--- src/rtl/bqf_pkg.sv ---
// Shared types, constants and the microcode program of the biquad IIR filter.
package bqf_pkg;

  // Default field widths and the coefficient format (sign plus three integer bits).
  localparam int unsigned SAMPLE_WIDTH_DEF = 24;
  localparam int unsigned COEFF_WIDTH_DEF  = 24;
  localparam int unsigned COEFF_INT_BITS   = 4;

  // Configuration port index width.
  localparam int unsigned CFG_INDEX_W = 3;

  // Configuration register indexes.
  typedef enum logic [CFG_INDEX_W-1:0] {
    CFG_BYPASS    = 3'd0,
    CFG_FF_GAIN_0 = 3'd1,
    CFG_FF_GAIN_1 = 3'd2,
    CFG_FF_GAIN_2 = 3'd3,
    CFG_FB_GAIN_1 = 3'd4,
    CFG_FB_GAIN_2 = 3'd5
  } cfg_index_e;

  // Program counter width and the step addresses of the program.
  localparam int unsigned STEP_W = 4;
  localparam logic [STEP_W-1:0] STEP_IDLE    = 4'd0;
  localparam logic [STEP_W-1:0] STEP_MUL_FF0 = 4'd1;
  localparam logic [STEP_W-1:0] STEP_ACC_D1  = 4'd2;
  localparam logic [STEP_W-1:0] STEP_TMP_D1  = 4'd3;
  localparam logic [STEP_W-1:0] STEP_ROUND   = 4'd4;
  localparam logic [STEP_W-1:0] STEP_SAT     = 4'd5;
  localparam logic [STEP_W-1:0] STEP_EMIT    = 4'd6;
  localparam logic [STEP_W-1:0] STEP_FB1     = 4'd7;
  localparam logic [STEP_W-1:0] STEP_FB2     = 4'd8;
  localparam logic [STEP_W-1:0] STEP_BYPASS  = 4'd9;

  // Multiplier operand selection; hold keeps the product register.
  typedef enum logic [2:0] {
    MUL_HOLD,
    MUL_X_FF0,
    MUL_X_FF1,
    MUL_X_FF2,
    MUL_Y_FB1,
    MUL_Y_FB2
  } mul_sel_e;

  // Saturating adder operation and destination.
  typedef enum logic [2:0] {
    ADD_NONE,
    ADD_PROD_D1,
    ADD_ACC_HALF,
    ADD_PROD_D2,
    ADD_D1_SUB,
    ADD_D2_SUB
  } add_op_e;

  // Output sample register update.
  typedef enum logic [1:0] {
    Y_HOLD,
    Y_ROUND,
    Y_PASS
  } y_op_e;

  // Sequencer branch condition.
  typedef enum logic [1:0] {
    JMP_GO,
    JMP_WAIT_IN,
    JMP_IF_BYPASS,
    JMP_WAIT_OUT
  } jump_e;

  // One control word of the program.
  typedef struct packed {
    logic              take_in;
    mul_sel_e          mul;
    add_op_e           add;
    logic              d2_load;
    y_op_e             y_op;
    logic              emit;
    jump_e             jmp;
    logic [STEP_W-1:0] target;
  } ctrl_t;

  // Conditions that the datapath and the ports report to the sequencer.
  typedef struct packed {
    logic in_valid;
    logic bypass;
    logic out_busy;
  } status_t;

  // Program ROM: one control word per step.
  function automatic ctrl_t ucode_word(logic [STEP_W-1:0] step);
    ctrl_t w;
    w = '{take_in: 1'b0, mul: MUL_HOLD, add: ADD_NONE, d2_load: 1'b0, y_op: Y_HOLD,
          emit: 1'b0, jmp: JMP_GO, target: STEP_IDLE};
    unique case (step)
      STEP_IDLE: begin
        w.take_in = 1'b1;
        w.jmp     = JMP_WAIT_IN;
        w.target  = STEP_MUL_FF0;
      end
      STEP_MUL_FF0: begin
        w.mul    = MUL_X_FF0;
        w.y_op   = Y_PASS;
        w.jmp    = JMP_IF_BYPASS;
        w.target = STEP_BYPASS;
      end
      STEP_ACC_D1: begin
        w.mul    = MUL_X_FF1;
        w.add    = ADD_PROD_D1;
        w.target = STEP_TMP_D1;
      end
      STEP_TMP_D1: begin
        w.mul    = MUL_X_FF2;
        w.add    = ADD_PROD_D2;
        w.target = STEP_ROUND;
      end
      STEP_ROUND: begin
        w.add     = ADD_ACC_HALF;
        w.d2_load = 1'b1;
        w.target  = STEP_SAT;
      end
      STEP_SAT: begin
        w.y_op   = Y_ROUND;
        w.target = STEP_EMIT;
      end
      STEP_EMIT: begin
        w.mul    = MUL_Y_FB1;
        w.emit   = 1'b1;
        w.jmp    = JMP_WAIT_OUT;
        w.target = STEP_FB1;
      end
      STEP_FB1: begin
        w.mul    = MUL_Y_FB2;
        w.add    = ADD_D1_SUB;
        w.target = STEP_FB2;
      end
      STEP_FB2: begin
        w.add    = ADD_D2_SUB;
        w.target = STEP_IDLE;
      end
      STEP_BYPASS: begin
        w.emit   = 1'b1;
        w.jmp    = JMP_WAIT_OUT;
        w.target = STEP_IDLE;
      end
      default: begin
        w.target = STEP_IDLE;
      end
    endcase
    return w;
  endfunction

endpackage

--- src/rtl/bqf_if.sv ---
// Stream channel interfaces for input samples and filtered results.
interface bqf_sample_if import bqf_pkg::*; #(
  parameter int unsigned SAMPLE_WIDTH = SAMPLE_WIDTH_DEF
);
  logic                           valid;
  logic                           ready;
  logic signed [SAMPLE_WIDTH-1:0] sample_in;

  modport source (output valid, output sample_in, input ready);
  modport sink (input valid, input sample_in, output ready);
endinterface

interface bqf_result_if import bqf_pkg::*; #(
  parameter int unsigned SAMPLE_WIDTH = SAMPLE_WIDTH_DEF
);
  logic                           valid;
  logic                           ready;
  logic signed [SAMPLE_WIDTH-1:0] sample_out;
  logic                           clipped;

  modport source (output valid, output sample_out, output clipped, input ready);
  modport sink (input valid, input sample_out, input clipped, output ready);
endinterface

--- src/rtl/biquad_iir_filter.sv ---
// Top level of the biquad IIR filter section.
//
//   Channel  Dir  Handshake          Payload
//   in_i     in   valid/ready        sample_in (signed SAMPLE_WIDTH)
//   out_o    out  valid/ready        sample_out (signed SAMPLE_WIDTH), clipped
//   cfg      in   cfg_we_i, no wait  cfg_index_i, cfg_data_i (COEFF_WIDTH)
//
// A filtered item runs steps 1 to 8 of the program through the one shared multiplier,
// five products in turn, before the next item is accepted; a bypassed item runs steps
// 1 and 9. The result enters the output register at the emit step (bypass: step 9);
// a waiting result blocks only the next item's emit step.
// Reset clears the delays, selects bypass and loads unity gain into ff_gain_0.
// While the output register is full and not taken, the program holds at its
// emit step.
module biquad_iir_filter import bqf_pkg::*; #(
  parameter int unsigned SAMPLE_WIDTH = SAMPLE_WIDTH_DEF,
  parameter int unsigned COEFF_WIDTH  = COEFF_WIDTH_DEF
) (
  input  logic                   clk_i,
  input  logic                   rst_ni,
  bqf_sample_if.sink             in_i,
  bqf_result_if.source           out_o,
  input  logic                   cfg_we_i,
  input  logic [CFG_INDEX_W-1:0] cfg_index_i,
  input  logic [COEFF_WIDTH-1:0] cfg_data_i
);

  logic                          bypass;
  logic signed [COEFF_WIDTH-1:0] ff0, ff1, ff2, fb1, fb2;
  ctrl_t                         ctrl;
  status_t                       status;
  logic                          out_busy;

  // Configuration registers.
  bqf_regs #(
    .COEFF_WIDTH(COEFF_WIDTH)
  ) u_regs (
    .clk_i      (clk_i),
    .rst_ni     (rst_ni),
    .cfg_we_i   (cfg_we_i),
    .cfg_index_i(cfg_index_i),
    .cfg_data_i (cfg_data_i),
    .bypass_o   (bypass),
    .ff0_o      (ff0),
    .ff1_o      (ff1),
    .ff2_o      (ff2),
    .fb1_o      (fb1),
    .fb2_o      (fb2)
  );

  // Sequencer status.
  assign status = '{in_valid: in_i.valid, bypass: bypass, out_busy: out_busy};

  bqf_seq u_seq (
    .clk_i   (clk_i),
    .rst_ni  (rst_ni),
    .status_i(status),
    .ctrl_o  (ctrl)
  );

  // Input is taken only in the idle step of the program.
  assign in_i.ready = ctrl.take_in;

  bqf_datapath #(
    .SAMPLE_WIDTH(SAMPLE_WIDTH),
    .COEFF_WIDTH (COEFF_WIDTH)
  ) u_datapath (
    .clk_i       (clk_i),
    .rst_ni      (rst_ni),
    .ctrl_i      (ctrl),
    .in_valid_i  (in_i.valid),
    .sample_i    (in_i.sample_in),
    .ff0_i       (ff0),
    .ff1_i       (ff1),
    .ff2_i       (ff2),
    .fb1_i       (fb1),
    .fb2_i       (fb2),
    .out_ready_i (out_o.ready),
    .out_valid_o (out_o.valid),
    .sample_out_o(out_o.sample_out),
    .clipped_o   (out_o.clipped),
    .out_busy_o  (out_busy)
  );

endmodule

--- src/rtl/bqf_regs.sv ---
// Configuration register file: bypass flag and the five filter coefficients.
module bqf_regs import bqf_pkg::*; #(
  parameter int unsigned COEFF_WIDTH = COEFF_WIDTH_DEF
) (
  input  logic                          clk_i,
  input  logic                          rst_ni,
  input  logic                          cfg_we_i,
  input  logic [CFG_INDEX_W-1:0]        cfg_index_i,
  input  logic [COEFF_WIDTH-1:0]        cfg_data_i,
  output logic                          bypass_o,
  output logic signed [COEFF_WIDTH-1:0] ff0_o,
  output logic signed [COEFF_WIDTH-1:0] ff1_o,
  output logic signed [COEFF_WIDTH-1:0] ff2_o,
  output logic signed [COEFF_WIDTH-1:0] fb1_o,
  output logic signed [COEFF_WIDTH-1:0] fb2_o
);

  localparam int unsigned CoeffFrac = COEFF_WIDTH - COEFF_INT_BITS;
  // Unity gain in the coefficient format.
  localparam logic [COEFF_WIDTH-1:0] CoeffOne =
    {{(COEFF_INT_BITS-1){1'b0}}, 1'b1, {CoeffFrac{1'b0}}};

  logic                   bypass_q;
  logic [COEFF_WIDTH-1:0] ff0_q, ff1_q, ff2_q, fb1_q, fb2_q;

  // Register writes; indexes past the last register are ignored.
  always_ff @(posedge clk_i or negedge rst_ni) begin
    if (!rst_ni) begin
      bypass_q <= 1'b1;
      ff0_q    <= CoeffOne;
      ff1_q    <= '0;
      ff2_q    <= '0;
      fb1_q    <= '0;
      fb2_q    <= '0;
    end else if (cfg_we_i) begin
      unique case (cfg_index_e'(cfg_index_i))
        CFG_BYPASS:    bypass_q <= cfg_data_i[0];
        CFG_FF_GAIN_0: ff0_q    <= cfg_data_i;
        CFG_FF_GAIN_1: ff1_q    <= cfg_data_i;
        CFG_FF_GAIN_2: ff2_q    <= cfg_data_i;
        CFG_FB_GAIN_1: fb1_q    <= cfg_data_i;
        CFG_FB_GAIN_2: fb2_q    <= cfg_data_i;
        default: ;
      endcase
    end
  end

  assign bypass_o = bypass_q;
  assign ff0_o    = ff0_q;
  assign ff1_o    = ff1_q;
  assign ff2_o    = ff2_q;
  assign fb1_o    = fb1_q;
  assign fb2_o    = fb2_q;

endmodule

--- src/rtl/bqf_seq.sv ---
// Microcode sequencer: step counter, program ROM lookup and branch logic.
module bqf_seq import bqf_pkg::*; (
  input  logic    clk_i,
  input  logic    rst_ni,
  input  status_t status_i,
  output ctrl_t   ctrl_o
);

  logic [STEP_W-1:0] step_q, step_d;
  ctrl_t             word;

  // Fetch the control word of the current step.
  assign word = ucode_word(step_q);

  // Branch decision for the next step.
  always_comb begin
    step_d = word.target;
    unique case (word.jmp)
      JMP_GO: step_d = word.target;
      JMP_WAIT_IN: begin
        if (!status_i.in_valid) step_d = step_q;
      end
      JMP_IF_BYPASS: begin
        if (!status_i.bypass) step_d = step_q + 1'b1;
      end
      JMP_WAIT_OUT: begin
        if (status_i.out_busy) step_d = step_q;
      end
      default: step_d = STEP_IDLE;
    endcase
  end

  // Step counter.
  always_ff @(posedge clk_i or negedge rst_ni) begin
    if (!rst_ni) begin
      step_q <= STEP_IDLE;
    end else begin
      step_q <= step_d;
    end
  end

  assign ctrl_o = word;

endmodule

--- src/rtl/bqf_datapath.sv ---
// Datapath: shared multiplier, saturating adder, delay registers and output register.
module bqf_datapath import bqf_pkg::*; #(
  parameter int unsigned SAMPLE_WIDTH = SAMPLE_WIDTH_DEF,
  parameter int unsigned COEFF_WIDTH  = COEFF_WIDTH_DEF
) (
  input  logic                           clk_i,
  input  logic                           rst_ni,
  input  ctrl_t                          ctrl_i,
  input  logic                           in_valid_i,
  input  logic signed [SAMPLE_WIDTH-1:0] sample_i,
  input  logic signed [COEFF_WIDTH-1:0]  ff0_i,
  input  logic signed [COEFF_WIDTH-1:0]  ff1_i,
  input  logic signed [COEFF_WIDTH-1:0]  ff2_i,
  input  logic signed [COEFF_WIDTH-1:0]  fb1_i,
  input  logic signed [COEFF_WIDTH-1:0]  fb2_i,
  input  logic                           out_ready_i,
  output logic                           out_valid_o,
  output logic signed [SAMPLE_WIDTH-1:0] sample_out_o,
  output logic                           clipped_o,
  output logic                           out_busy_o
);

  localparam int unsigned DelayW    = SAMPLE_WIDTH + COEFF_WIDTH;
  localparam int unsigned SumW      = DelayW + 2;
  localparam int unsigned CoeffFrac = COEFF_WIDTH - COEFF_INT_BITS;
  localparam int unsigned TopW      = DelayW - CoeffFrac - SAMPLE_WIDTH + 1;

  localparam logic signed [DelayW-1:0] DelayMax = {1'b0, {(DelayW-1){1'b1}}};
  localparam logic signed [DelayW-1:0] DelayMin = {1'b1, {(DelayW-1){1'b0}}};
  localparam logic signed [DelayW-1:0] RoundHalf =
    {{(DelayW-CoeffFrac){1'b0}}, 1'b1, {(CoeffFrac-1){1'b0}}};
  localparam logic signed [SAMPLE_WIDTH-1:0] SampleMax = {1'b0, {(SAMPLE_WIDTH-1){1'b1}}};
  localparam logic signed [SAMPLE_WIDTH-1:0] SampleMin = {1'b1, {(SAMPLE_WIDTH-1){1'b0}}};

  logic signed [SAMPLE_WIDTH-1:0] x_q, y_q;
  logic                           clip_q;
  logic signed [DelayW-1:0]       prod_q, acc_q, d1_q, d2_q;
  logic                           out_valid_q, out_valid_d;
  logic signed [SAMPLE_WIDTH-1:0] out_sample_q;
  logic                           out_clip_q;

  logic signed [SAMPLE_WIDTH-1:0] mul_a;
  logic signed [COEFF_WIDTH-1:0]  mul_b;
  logic signed [DelayW-1:0]       prod_d;
  logic signed [DelayW-1:0]       add_a, add_b;
  logic                           add_sub;
  logic signed [SumW-1:0]         sum_w;
  logic signed [DelayW-1:0]       sat_w;
  logic [TopW-1:0]                y_top;
  logic                           y_in_range;
  logic signed [SAMPLE_WIDTH-1:0] y_sat;
  logic                           out_busy, out_load;

  // Clamp a widened sum back to the delay range.
  function automatic logic signed [DelayW-1:0] sat_delay(logic signed [SumW-1:0] v);
    logic [SumW-DelayW:0] top;
    top = v[SumW-1:DelayW-1];
    if (top == '0 || top == '1) begin
      return v[DelayW-1:0];
    end
    return v[SumW-1] ? DelayMin : DelayMax;
  endfunction

  // Multiplier operand selection.
  always_comb begin
    mul_a = x_q;
    mul_b = ff0_i;
    case (ctrl_i.mul)
      MUL_X_FF1: mul_b = ff1_i;
      MUL_X_FF2: mul_b = ff2_i;
      MUL_Y_FB1: begin
        mul_a = y_q;
        mul_b = fb1_i;
      end
      MUL_Y_FB2: begin
        mul_a = y_q;
        mul_b = fb2_i;
      end
      default: ;
    endcase
  end

  // The exact product always fits the delay width.
  assign prod_d = DelayW'(mul_a) * DelayW'(mul_b);

  // Adder operand selection.
  always_comb begin
    add_a   = prod_q;
    add_b   = d1_q;
    add_sub = 1'b0;
    case (ctrl_i.add)
      ADD_ACC_HALF: begin
        add_a = acc_q;
        add_b = RoundHalf;
      end
      ADD_PROD_D2: add_b = d2_q;
      ADD_D1_SUB: begin
        add_a   = d1_q;
        add_b   = prod_q;
        add_sub = 1'b1;
      end
      ADD_D2_SUB: begin
        add_a   = d2_q;
        add_b   = prod_q;
        add_sub = 1'b1;
      end
      default: ;
    endcase
  end

  assign sum_w = add_sub ? (SumW'(add_a) - SumW'(add_b)) : (SumW'(add_a) + SumW'(add_b));
  assign sat_w = sat_delay(sum_w);

  // Drop the fraction bits and saturate to the sample range.
  assign y_top      = acc_q[DelayW-1:CoeffFrac+SAMPLE_WIDTH-1];
  assign y_in_range = (y_top == '0) || (y_top == '1);
  assign y_sat      = y_in_range ? acc_q[CoeffFrac+SAMPLE_WIDTH-1:CoeffFrac]
                                 : (acc_q[DelayW-1] ? SampleMin : SampleMax);

  // Working registers.
  always_ff @(posedge clk_i) begin
    if (ctrl_i.take_in && in_valid_i) x_q <= sample_i;
    if (ctrl_i.mul != MUL_HOLD) prod_q <= prod_d;
    if (ctrl_i.add == ADD_PROD_D1 || ctrl_i.add == ADD_ACC_HALF) acc_q <= sat_w;
    case (ctrl_i.y_op)
      Y_ROUND: begin
        y_q    <= y_sat;
        clip_q <= !y_in_range;
      end
      Y_PASS: begin
        y_q    <= x_q;
        clip_q <= 1'b0;
      end
      default: ;
    endcase
  end

  // Filter state.
  always_ff @(posedge clk_i or negedge rst_ni) begin
    if (!rst_ni) begin
      d1_q <= '0;
      d2_q <= '0;
    end else begin
      if (ctrl_i.add == ADD_PROD_D2 || ctrl_i.add == ADD_D1_SUB) d1_q <= sat_w;
      if (ctrl_i.d2_load) begin
        d2_q <= prod_q;
      end else if (ctrl_i.add == ADD_D2_SUB) begin
        d2_q <= sat_w;
      end
    end
  end

  // Output register: loads when empty or being emptied in the same cycle.
  assign out_busy = out_valid_q && !out_ready_i;
  assign out_load = ctrl_i.emit && !out_busy;

  always_comb begin
    out_valid_d = out_valid_q;
    if (out_load) begin
      out_valid_d = 1'b1;
    end else if (out_ready_i) begin
      out_valid_d = 1'b0;
    end
  end

  always_ff @(posedge clk_i or negedge rst_ni) begin
    if (!rst_ni) begin
      out_valid_q <= 1'b0;
    end else begin
      out_valid_q <= out_valid_d;
    end
  end

  always_ff @(posedge clk_i) begin
    if (out_load) begin
      out_sample_q <= y_q;
      out_clip_q   <= clip_q;
    end
  end

  assign out_valid_o  = out_valid_q;
  assign sample_out_o = out_sample_q;
  assign clipped_o    = out_clip_q;
  assign out_busy_o   = out_busy;

endmodule

--- src/flat_wrapper.sv ---
// flat-port wrapper written by rule: the top's interface ports become plain ports
module biquad_iir_filter_flat import bqf_pkg::*;
#(
  parameter int unsigned SAMPLE_WIDTH = SAMPLE_WIDTH_DEF,
  parameter int unsigned COEFF_WIDTH  = COEFF_WIDTH_DEF
)
  (clk_i, rst_ni, cfg_we_i, cfg_index_i, cfg_data_i, in_i_valid, in_i_sample_in, in_i_ready, out_o_valid, out_o_sample_out, out_o_clipped, out_o_ready);
  bqf_sample_if #(.SAMPLE_WIDTH(SAMPLE_WIDTH)) in_i_i ();
  bqf_result_if #(.SAMPLE_WIDTH(SAMPLE_WIDTH)) out_o_i ();
  input  logic clk_i;
  input  logic rst_ni;
  input  logic cfg_we_i;
  input  logic [CFG_INDEX_W-1:0] cfg_index_i;
  input  logic [COEFF_WIDTH-1:0] cfg_data_i;
  input wire logic [$bits(in_i_i.valid)-1:0] in_i_valid;
  input wire logic [$bits(in_i_i.sample_in)-1:0] in_i_sample_in;
  output wire logic [$bits(in_i_i.ready)-1:0] in_i_ready;
  output wire logic [$bits(out_o_i.valid)-1:0] out_o_valid;
  output wire logic [$bits(out_o_i.sample_out)-1:0] out_o_sample_out;
  output wire logic [$bits(out_o_i.clipped)-1:0] out_o_clipped;
  input wire logic [$bits(out_o_i.ready)-1:0] out_o_ready;
  assign in_i_i.valid = in_i_valid;
  assign in_i_i.sample_in = in_i_sample_in;
  assign in_i_ready = in_i_i.ready;
  assign out_o_valid = out_o_i.valid;
  assign out_o_sample_out = out_o_i.sample_out;
  assign out_o_clipped = out_o_i.clipped;
  assign out_o_i.ready = out_o_ready;
  biquad_iir_filter #(.SAMPLE_WIDTH(SAMPLE_WIDTH), .COEFF_WIDTH(COEFF_WIDTH)) u_core (.clk_i(clk_i), .rst_ni(rst_ni), .in_i(in_i_i), .out_o(out_o_i), .cfg_we_i(cfg_we_i), .cfg_index_i(cfg_index_i), .cfg_data_i(cfg_data_i));
endmodule
--- config.mk ---
export PLATFORM = sky130hd
export DESIGN_NAME = biquad_iir_filter_flat
export DESIGN_NICKNAME = d
export VERILOG_FILES = /design/src/rtl/bqf_pkg.sv /design/src/rtl/bqf_if.sv /design/src/rtl/biquad_iir_filter.sv /design/src/rtl/bqf_regs.sv /design/src/rtl/bqf_seq.sv /design/src/rtl/bqf_datapath.sv /design/src/flat_wrapper.sv
export SDC_FILE = /design/constraint.sdc
export NUM_CORES = 2
export LEC_CHECK = 0
export BUFFER_PORTS_ARGS = -buffer_cell sky130_fd_sc_hd__buf_4
export CAP_MARGIN = 10
export CORE_UTILIZATION = 40
export DETAILED_ROUTE_END_ITERATION = 10
export HOLD_SLACK_MARGIN = 0.12
export SLEW_MARGIN = 20
export SYNTH_ARGS = -nofsm -noshare
export SYNTH_HDL_FRONTEND = slang
export SYNTH_SLANG_ARGS = --single-unit
--- constraint.sdc ---
create_clock -name clk_i -period 15.65 [get_ports clk_i]
set_input_delay 1.565 -clock clk_i [delete_from_list [all_inputs] [get_ports clk_i]]
set_output_delay 1.565 -clock clk_i [all_outputs]
set_load 0.05 [all_outputs]
== Word-level counts from Yosys, hierarchy flattened ==
Cells that the tools add are included.

* Reductions and logical operators: 29
* Multipliers: 1
* Mux-type cells: 30
* Equality and inequality tests: 32
* Add/subtract/negate cells: 3

{| class="wikitable"
|+ Operator list
! cell !! count
|-
| case mux 48 bit (3 select lines) || 2
|-
| two-way mux 48 bit || 5
|-
| case mux 24 bit (4 select lines) || 1
|-
| two-way mux 24 bit || 3
|-
| two-way mux 50 bit || 1
|-
| adder 48 x 48 -> 49 bit || 1
|-
| subtractor 48 x 48 -> 49 bit || 1
|-
| multiplier 24 x 24 -> 48 bit || 1
|-
| case mux 24 bit (2 select lines) || 1
|-
| case mux 4 bit (8 select lines) || 1
|-
| case mux 3 bit (5 select lines) || 2
|-
| == test 3 bit, second input constant || 7
|-
| == test 3 x 2 -> 1 bit, second input constant || 6
|-
| == test 4 x 3 -> 1 bit, second input constant || 4
|-
| case mux 4 bit (4 select lines) || 1
|-
| AND reduction 2 bit || 7
|-
| two-way mux 4 bit || 3
|-
| == test 4 x 2 -> 1 bit, second input constant || 2
|-
| == test 4 bit, second input constant || 2
|-
| two-way mux 1 bit || 7
|-
| == test 2 bit, second input constant || 3
|-
| == test 3 x 1 -> 1 bit, second input constant || 2
|-
| logical NOT 3 bit || 2
|-
| case mux 2 bit (3 select lines) || 1
|-
| other kinds (16) || 29
|}

* Register bits: 392
* Output and inout port bits: 27
* Input port bits: 56

== Longest topological paths before layout ==
* Word-level depth: 13
* Gate-level depth with buffers: 37
* Depth with buffers taken out: 33

== Cells and area by module ==
A second synthesis with hierarchy kept.

* Cells, all modules: 4634
* Area total of the unflattened synthesis: 44398.8 um^2

{| class="wikitable"
|+ By module, submodules not included
! module !! cells an instance !! times used !! seq. area each (um^2) !! area an instance (um^2)
|-
| bqf_datapath || 4317 || 1 || 7532.2 || 39132.5
|-
| bqf_regs || 261 || 1 || 3030.4 || 4833.4
|-
| bqf_seq || 56 || 1 || 100.1 || 432.9
|}

== Least setup slack after synthesis ==
OpenSTA, ideal clock, no wires.

* Path kind: reg2reg
* Start point: reg u_core.u_seq.step_q[2]
* End point: reg u_core.u_datapath.prod_q[46] (data pin)
* Cell stages (with the launch flop): 28
* Arrival: 8755 ps
* Buffers on the path: 3
* Library setup time: 262 ps
* Slack: 6633 ps
* Cell sequence: dfrtp_1 buf_2 clkbuf_1 inv_1 a211oi_1 clkbuf_1 mux2i_1 nor2_1 fa_1 fa_1 inv_1 fa_1 fa_1 fa_1 fa_1 fa_1 inv_1 ha_1 or2_2 and4b_1 a221o_1 or2_2 o21bai_1 a31o_2 a21oi_1 a21oi_1 o21bai_1 xor2_1

* Longest elaborated chain between the ends: 6
* Elaborated cells on any way between the ends: 14

{| class="wikitable"
|+ Ends and longest elaborated chain
! what !! line !! RTL
|-
| start: declaration || bqf_seq.sv:9 || <nowiki>logic [STEP_W-1:0] step_q, step_d;</nowiki>
|-
| start signal: assignment || bqf_seq.sv:38 || <nowiki>step_q <= step_d;</nowiki>
|-
| == test 4 x 3 -> 1 bit (tied with other cells) || bqf_pkg.sv:94 || <nowiki>unique case (step)</nowiki>
|-
| case mux 3 bit (5 select lines) * || bqf_pkg.sv:94 ||
|-
| == test 3 bit || bqf_datapath.sv:68 || <nowiki>case (ctrl_i.mul)</nowiki>
|-
| OR reduction 2 bit (no source line) || - ||
|-
| two-way mux 24 bit || bqf_datapath.sv:68 ||
|-
| multiplier 24 x 24 -> 48 bit * || bqf_datapath.sv:84 || <nowiki>assign prod_d = DelayW'(mul_a) * DelayW'(mul_b);</nowiki>
|-
| named net u_core.u_datapath.prod_d[46] || bqf_datapath.sv:44 || <nowiki>logic signed [DelayW-1:0] prod_d;</nowiki>
|-
| end signal: assignment || bqf_datapath.sv:123 || <nowiki>if (ctrl_i.mul != MUL_HOLD) prod_q <= prod_d;</nowiki>
|-
| end: declaration || bqf_datapath.sv:37 || <nowiki>logic signed [DelayW-1:0] prod_q, acc_q, d1_q, d2_q;</nowiki>
|}

The timed path passes the listed nets; every way through them passes the cells marked *.
A chain may end at the register's enable or synchronous reset.

== Final worst setup path ==
* Start point: reg u_core.u_seq.step_q[0]
* End point: reg u_core.u_datapath.prod_q[46] (data pin)

The elaborated chain is that of the path after synthesis.

==> summary.md <==
| Metric | Value |
|---|---|
| First-pass GRT wire length | `215700 µm` |
| Clk sink count | `392` |
| Worst-Margin Slew | `1.170 ns` |
| Largest area contributor in the netlist | `fa_1` |
| Required time of the critical path | `16.04 ns` |
| Maximum clock path buffer count | `3` |
| Die width | `328.1 µm` |
| Final Skew | `0.05350 ns` |
| Die ar. | `107600 µm²` |
| Vias per cell | `5.712` |
| Slew margin rel. | `0.2199` |
| Layout cells sized above 1 | `0.1039` |
| Fin crit period | `10.13 ns` |
| Input/output buffers | `82` |
| Post-synth EDFFs | `170` |
| Die Height | `328.1 µm` |
| Post-route cell area | `46570 µm²` |
| Post-Syn Area per Cell | `9.530 µm²` |
| I/O pin count | `83` |
| Syn-to-layout area delta | `9.510%` |
| Max Slew Vio Count | `0` |
| Initial antenna violation count | `2` |
| Crit-path max FO | `61` |
| Initial core utilization | `0.4040` |
| Largest net degree at the start of global routing | `93` |
| Post-CTS Setup Bufs | `0` |
| Synth cell count leaders | `687 x inv_1, 608 x fa_1, 486 x nand2_1` |
| Clock Latency Late Sink | `0.65 ns` |
| Finished Layout Cells | `5894` |
| Inserted Clock Buffers | `46` |
| Fin util | `0.4424` |
| RSZ-0062 raised after global routing | `false` |
| Clk slew on worst S/H paths | `0.06 ns` |
| Residual overflow from global routing | `0` |
| DPL Wire Length | `105000 µm` |
| Post-synth cell types | `92` |
| Mapped Cells | `4462` |
| Vias | `33.67k` |
| Seq/Total Area, Yosys | `0.2508` |
| Drt first pass iters | `8` |
| Seq cells post-synth | `392` |
| GP Congestion | `0.9563` |
| Met1 usage | `0.3384` |
| Top cells by area, synth | `fa_1 29%, dfrtp_1 13%, edfxtp_1 12%, inv_1 6.1%, ha_1 5.5%` |
| Yosys top cell area share | `0.2862` |
| GRT Overall Usage | `0.2669` |
| Row cnt | `119` |
| DRT iter0 DRCs | `3515` |
| Nets | `5319` |
| Post-DP Area | `45000 µm²` |
| Max-cap violation count | `0` |
| Post-synth top flop | `dfrtp_1` |
| CTS tree | `built` |
| Setup Viol. Count Final | `0` |
| Worst min-delay path category | `register to register` |
| Hold Vio Cnt, Final | `0` |
| GR peak layer | `met2` |
| Hold_buf cts | `0` |
| Crit share post-route | `0.6472` |
| Crit path arrival time | `10.52 ns` |
| Met3 usage | `0.05338` |
| CP Launch Type | `register` |
| Yosys warnings | `0` |
| Post-Synthesis Cell Area | `42520 µm²` |
| Routed len/inst | `24.02 µm` |
| Drt drc | `0` |
| Number of global-route vias before repair | `35.11k` |
| WL final | `141600 µm` |
| Placed instance count | `5810` |
| Asr flop ratio synth | `0.5663` |
| Root Buffer Master | `clkbuf_16` |
| CTS HTree Levels | `2` |
| Net Count, Synth | `5314` |
| Setup_tns | `0 ns` |
| Outcome | `finished, final reports clean` |
| Antenna cells | `0` |
| Core ar. | `105300 µm²` |
| Post_cts resized | `0` |
| Routing usage on met2 | `0.4307` |
| Crit end category | `register` |
| Most numerous cell in the Yosys netlist | `inv_1` |
| Post-DRT Antenna Nets | `0` |
| Fmax | `0.09873 GHz` |
| CP Class | `register to register` |
-- stage by stage --
stage,hold WS (ns),setup slack [ns]
global route,0.4499,4.986
finish,0.4354,5.521
detailed placement,0.4065,5.574
CTS,0.4424,5.571
floorplan,0.4003,6.633
global placement,0.4333,5.703
-- final cells by class --
cell class,count,area (µm²)
fillers,10111,58700
multi-input cells,3148,28580
flip-flops and latches,392,10660
inverters,688,2582
well taps,1391,1740
repair buffers,191,1441
clock buffers,60,1254
clock inverters,24,310.3
-- layout by cell type, fill, tap and decap left out, types with 131 or more instances in the layout --
master and instances:
nand2_1 485, buf_4 190, fa_1 608, nor2_1 428, mux2_2 131, ha_1 188
a21oi_1 256, o21ai_0 187, dfrtp_1 220, inv_1 687, edfxtp_1 170
-- final timing paths --
kind / startpoint / endpoint / slack, ns / depth (start not counted)
max in group asynchronous: rst_ni / u_core.u_datapath.d2_q[4] / 13.17 / 2
worst min-delay path: u_core.u_datapath.clip_q / u_core.u_datapath.clipped_o / 0.44 / 0
min in group asynchronous: rst_ni / u_core.u_datapath.d2_q[5] / 1.01 / 1
worst max register to register: u_core.u_seq.step_q[0] / u_core.u_datapath.prod_q[46] / 5.52 / 27
worst min register to register: u_core.u_datapath.clip_q / u_core.u_datapath.clipped_o / 0.44 / 0
worst max-delay path: u_core.u_seq.step_q[0] / u_core.u_datapath.prod_q[46] / 5.52 / 27
-- metal layers --
layer,up-vias,share of wire
li1,14721,-
met1,16982,0.39
met2,1616,0.46
met3,347,0.091
met4,2,0.059
met5,-,0.000085
-- sequential cells by signal, indices dropped and copies added, names as in the netlist --
register	flops
u_core.u_regs.ff1_o	24
u_core.u_regs.fb1_o	24
u_core.u_datapath.d1_q	48
u_core.u_regs.ff0_o	24
u_core.u_datapath.acc_q	48
u_core.u_datapath.clip_q	1
u_core.u_datapath.out_valid_o	1
u_core.u_datapath.sample_out_o	24
u_core.u_regs.ff2_o	24
u_core.u_datapath.x_q	24
u_core.u_regs.fb2_o	24
u_core.u_datapath.clipped_o	1
u_core.u_datapath.prod_q	48
u_core.u_seq.step_q	4
u_core.u_datapath.d2_q	48
u_core.u_regs.bypass_o	1
u_core.u_datapath.y_q	24
-- worst max-delay path: stages (launching register included) --
cell      delay (ns)
dfrtp_1         0.41
ha_1            0.47
inv_1           0.25
a211oi_4        0.57
buf_4           0.69
mux2_2          0.56
nand2b_1        0.17
inv_1           0.10
fa_1            0.64
fa_1            0.71
inv_1           0.21
fa_1            0.60
fa_1            0.46
fa_1            0.57
fa_1            0.44
fa_1            0.49
inv_1           0.04
ha_1            0.31
or2_2           0.30
and4b_1         0.21
a221o_1         0.35
or2_2           0.32
o21bai_1        0.25
a31o_2          0.22
a21oi_1         0.09
a21oi_1         0.16
o21bai_1        0.09
xor2_1          0.14
-- cells by family after synthesis --
group / Yosys count / synth area share
XOR/XNOR: 130 / 0.02695
flip-flops: 392 / 0.2508
buffers and inverters: 922 / 0.08303
AO/OA/AOI/OAI: 884 / 0.1336
AND/OR/NAND/NOR: 1157 / 0.1175
adder cells (fa/ha/maj): 808 / 0.3445
multiplexers: 169 / 0.04364
Power is left out: the tool's default activity adds up to more than one toggle a clock period on the data nets, which glitch-free logic cannot reach.
